### config.mk
export PLATFORM = sky130hd
export DESIGN_NAME = abcd_div
export DESIGN_NICKNAME = d
export VERILOG_FILES = /design/src/abcd_pkg.sv /design/src/abcd_div.sv
export SDC_FILE = /design/constraint.sdc
export NUM_CORES = 1
export LEC_CHECK = 0
export BUFFER_PORTS_ARGS = -buffer_cell sky130_fd_sc_hd__buf_2
export CORE_ASPECT_RATIO = 1.25
export CORE_MARGIN = 4
export CORE_UTILIZATION = 58
export CTS_BUF_LIST = sky130_fd_sc_hd__clkbuf_2
export CTS_CLUSTER_SIZE = 12
export DETAILED_ROUTE_END_ITERATION = 6
export PLACE_DENSITY = 0.82
export SYNTH_ARGS = -nofsm -noshare
export SYNTH_HDL_FRONTEND = slang
export SYNTH_SLANG_ARGS = --single-unit
### constraint.sdc
create_clock -name clk -period 2.1 [get_ports clk]
set_input_delay 0.42 -clock clk [delete_from_list [all_inputs] [get_ports clk]]
set_output_delay 0.42 -clock clk [all_outputs]
set_load 0.1 [all_outputs]
### src/abcd_pkg.sv
// Shared types and constants for the alpha bleed color dilation block.
package abcd_pkg;

	localparam int CH_W  = 8;
	localparam int PIX_W = 32;
	localparam int SUM_W = 11;
	localparam int CNT_W = 4;

	localparam logic CMD_LOAD = 1'b0;
	localparam logic CMD_READ = 1'b1;

	localparam logic REG_WIDTH  = 1'b0;
	localparam logic REG_HEIGHT = 1'b1;

	typedef logic [2:0][SUM_W-1:0] sum3_t;
	typedef logic [2:0][CH_W-1:0]  chan3_t;

	typedef struct packed {
		logic             start;
		logic [CNT_W-1:0] cnt;
		sum3_t            sum;
	} div_req_t;

	typedef enum logic [3:0] {
		ST_IDLE,
		ST_READ,
		ST_FW_RD,
		ST_FW_WR,
		ST_BW_RD,
		ST_BW_RD2,
		ST_BW_WR,
		ST_FL_RD,
		ST_FL_CHK,
		ST_FL_NB,
		ST_FL_DIV
	} state_t;

endpackage

### src/abcd_div.sv
// Bit-serial restoring divider for the three color channel sums.
module abcd_div (
	input  logic               clk,
	input  logic               arst_n,
	input  abcd_pkg::div_req_t req,
	output logic               done,
	output abcd_pkg::chan3_t   quot
);

	localparam int STEP_W = $clog2(abcd_pkg::SUM_W);

	logic                          busy_q;
	logic                          done_q;
	logic [STEP_W-1:0]             step_q;
	logic [abcd_pkg::CNT_W-1:0]    cnt_q;
	abcd_pkg::sum3_t               div_q;
	abcd_pkg::sum3_t               quo_q;
	logic [2:0][abcd_pkg::CNT_W-1:0] rem_q;
	logic [2:0][abcd_pkg::CNT_W-1:0] trial;
	logic [2:0][abcd_pkg::CNT_W-1:0] rem_d;
	logic [2:0]                    ge;

	always_comb begin
		for (int c = 0; c < 3; c++) begin
			trial[c] = {rem_q[c][abcd_pkg::CNT_W-2:0], div_q[c][abcd_pkg::SUM_W-1]};
			ge[c]    = (trial[c] >= cnt_q);
			rem_d[c] = ge[c] ? (trial[c] - cnt_q) : trial[c];
		end
	end

	always_ff @(posedge clk or negedge arst_n) begin
		if (!arst_n) begin
			busy_q <= 1'b0;
			done_q <= 1'b0;
			step_q <= '0;
			cnt_q  <= '0;
			div_q  <= '0;
			quo_q  <= '0;
			rem_q  <= '0;
		end else begin
			done_q <= 1'b0;
			if (req.start) begin
				busy_q <= 1'b1;
				step_q <= '0;
				cnt_q  <= req.cnt;
				div_q  <= req.sum;
				quo_q  <= '0;
				rem_q  <= '0;
			end else if (busy_q) begin
				for (int c = 0; c < 3; c++) begin
					rem_q[c] <= rem_d[c];
					div_q[c] <= {div_q[c][abcd_pkg::SUM_W-2:0], 1'b0};
					quo_q[c] <= {quo_q[c][abcd_pkg::SUM_W-2:0], ge[c]};
				end
				step_q <= step_q + STEP_W'(1);
				if (step_q == STEP_W'(abcd_pkg::SUM_W - 1)) begin
					busy_q <= 1'b0;
					done_q <= 1'b1;
				end
			end
		end
	end

	assign done = done_q;

	always_comb begin
		for (int c = 0; c < 3; c++) begin
			quot[c] = quo_q[c][abcd_pkg::CH_W-1:0];
		end
	end

endmodule

==> flow_metrics.py <==
metrics = {
    "outcome": {
        "run_status": "finished, final reports clean",
    },
    "cts": {
        "clock_sinks": 76,
        "cts_root_buffer": "clkbuf_2",
        "cts.repair.resized": 0,
        "ctsHoldBuffers": 1,
        "clk_pin_slew_ns": 0.22,
        "clk_latency_ns": 0.54,
        "cts_made_buffers": 9,
        "cts_tree": "done",
        "clk_path_buf_depth": 2,
        "post_cts_buffers": 0,
        "htreeDepth": 3,
    },
    "logic_synthesis": {
        "yosysWarnings": 0,
        "avgSynthCellArea_um2": 11.0,
        "synth.cell_area_mm2": 0.00371,
        "ys_ff_latch": 76,
        "synth_fp_nets": 394,
        "yosys_most_used_dff": "dfrtp_1",
        "synth_cells": 337,
        "async_flop_share_pct": 100,
        "ys_seq_area_share_pct": 51.2,
        "synth_edf_count": 0,
        "synth.distinct_cells": 31,
    },
    "placement": {
        "place_inst": 471,
        "port_buffers": 64,
        "dp.final_hpwl_mm": 5.10,
        "pre_cts_ws_ns": 0.242,
        "gp_congestion": 0.863,
    },
    "floorplanning": {
        "rows": 32,
        "ios": 65,
        "initial_core_util_pct": 59.8,
        "core_area_mm2": 0.00621,
        "fp.dieH_um": 97.5,
        "dieWidth_um": 79.6,
        "die-area_mm2": 0.00775,
    },
    "global_route": {
        "use_met1_pct": 26.3,
        "grt_max_degree": 85,
        "overflow": 0,
        "grt_pass1_wl_mm": 12.4,
        "first_global_vias": 2675,
        "met3_usage_pct": 4.82,
        "grtUsageMet2_pct": 32.7,
        "antenna_found_initial": 0,
        "grtUsageTotal_pct": 20.4,
        "busiest_layer": "met2",
    },
    "worst_setup_path": {
        "worst_setup_path_start_kind": "register",
        "cp_max_fo": 4,
        "worst_ep_arrival_time_ns": 2.34,
        "cp.required_ns": 2.53,
        "end_kind": "register",
        "critical_path_class": "register to register",
    },
    "cells_and_area": {
        "antennaDiodeCount": 0,
        "nNetsFinal": 455,
        "fin_util_pct": 67.9,
        "final_cells": 488,
        "area_delta_synth_final_pct": 13.5,
        "drive_gt1_share_pct": 23.3,
    },
    "power": {
        "power_density_mw_per_mm2": 920,
        "irDropWorstVdd_uv": 534,
        "p_leak_nw": 2.39,
    },
    "timing": {
        "worst_pin_slew_ns": 0.683,
        "grt_setup_unrepaired": "no",
        "period_share_pct": 90.8,
        "holdWs_ns": 0.0658,
        "tns_ns": 0,
        "setup_viol": 0,
        "fin_crit_ns": 1.91,
        "setup_slack_ns": 0.193,
        "finClkSkew_ns": 0.0372,
        "slew_violations": 0,
        "relSlewSlack_pct": 54.4,
        "clock.fmax_mhz": 524,
        "hold_viol": 0,
    },
    "route": {
        "drtIter0Drc": 128,
        "drt_pass1_iterations": 4,
        "wire_per_inst_um": 14.7,
        "vias_per_cell": 5.38,
        "wirelength_mm": 7.18,
        "ant_nets": 0,
        "drcViolationCount": 0,
        "vias": 2625,
    },
    "min_path": {
        "hold_class": "primary input to register",
    },
    "job": {
        "maxCapViolCount": 0,
    },
}
==> metal layers <==
metal / up-vias / wire length [um]
li1: 1291 / -
met1: 1256 / 3090
met3: 13 / 322
met2: 65 / 3610
met4: 0 / 157
met5: - / 0
==> kinds of logic after synthesis <==
logic type	after synthesis	share of synthesized area, %
adders and majority gates	17	6.33
and+or+nand+nor	86	9.27
DFF	76	51.2
buffers and inverters	32	5.12
muxes	53	14.3
xor gates and xnor gates	6	1.42
AOI/OAI and AO/OA	67	12.3
==> worst max-delay path, cell delays in order, from the launching register on <==
cell and delay, ns:
dfrtp_1 0.47, ha_1 0.23, fa_1 0.41, a21boi_1 0.19, o21a_1 0.25, o311ai_1 0.27
==> Yosys cell counts, types with 4 or more instances <==
| library cell | number | area [um^2] |
|---|---|---|
| o311ai_1 | 8 | 70.1 |
| nand2b_1 | 4 | 25.0 |
| dfrtp_1 | 76 | 1900 |
| ha_1 | 14 | 175 |
| nor2_1 | 29 | 109 |
| o2111ai_1 | 9 | 78.8 |
| o21ai_1 | 8 | 40.0 |
| buf_2 | 11 | 55.1 |
| mux2i_1 | 52 | 521 |
| xor2_1 | 5 | 43.8 |
| o21ai_0 | 28 | 140 |
| nand2_1 | 49 | 184 |
| inv_1 | 11 | 41.3 |
==> cells in the final DEF (no fill, tap or decap), types with 2 or more instances in the layout <==
| cell type | instances |
|---|---|
| bufinv_16 | 2 |
| mux2i_1 | 52 |
| nor2_1 | 29 |
| a21boi_1 | 3 |
| o21a_1 | 2 |
| ha_1 | 14 |
| dfrtp_1 | 75 |
| xor2_1 | 5 |
| clkinvlp_4 | 2 |
| o311ai_1 | 8 |
| nand2b_1 | 4 |
| nand2_1 | 49 |
| o21ai_1 | 8 |
| fa_1 | 3 |
| a211oi_2 | 3 |
| buf_12 | 2 |
| o2111ai_1 | 9 |
| inv_1 | 11 |
| a21oi_1 | 3 |
| clkbuf_2 | 10 |
| buf_2 | 63 |
| buf_4 | 5 |
| o21ai_0 | 28 |
==> registers in the layout, indices dropped and copies added (netlist names) <==
signal	flops
busy_q	1
cnt_q	4
div_q	33
done	1
quot	24
rem_q	9
step_q	4
==> path summary, 6_finish.rpt <==
kind,from,endpoint,slack (ns),depth (start not counted)
max,cnt_q[0]$_DFFE_PN0P_,rem_q[9]$_DFFE_PN0P_,0.19,5
min,req[29],div_q[29]$_DFFE_PN0P_,0.07,3
max reg2reg,cnt_q[0]$_DFFE_PN0P_,rem_q[9]$_DFFE_PN0P_,0.19,5
min reg2reg,rem_q[2]$_DFFE_PN0P_,rem_q[2]$_DFFE_PN0P_,0.52,2
max in group asynchronous,arst_n,div_q[27]$_DFFE_PN0P_,1.15,3
min in group asynchronous,arst_n,quot[3]$_DFFE_PN0P_,0.34,2
==> report_power, final <==
group	internal (W)	switching (W)	leakage, nW
registers	0.00164	0.000143	0.981
clock network	0.000398	0.000523	0.0781
logic	0.000367	0.000807	1.33
total	0.00241	0.00147	2.39
==> cell type report <==
type	count	area, um^2
Timing Repair Buffer	71	403
Fill cell	499	1990
Clock buffer	10	50.0
Tap cell	85	106
Clock inverter	6	88.8
Multi-Input combinational cell	229	1620
Sequential cell	76	1910
Inverter	11	41.3
==> metrics by stage <==
stage	area, um^2	power (W)
after CTS	4220	0.00390
after global placement	4070	0.00294
after detailed placement	4070	0.00299
final	4220	0.00388
after floorplan	3710	0.00269
after global routing	4220	0.00411
Note: power is estimated with default switching activity, not from simulation.
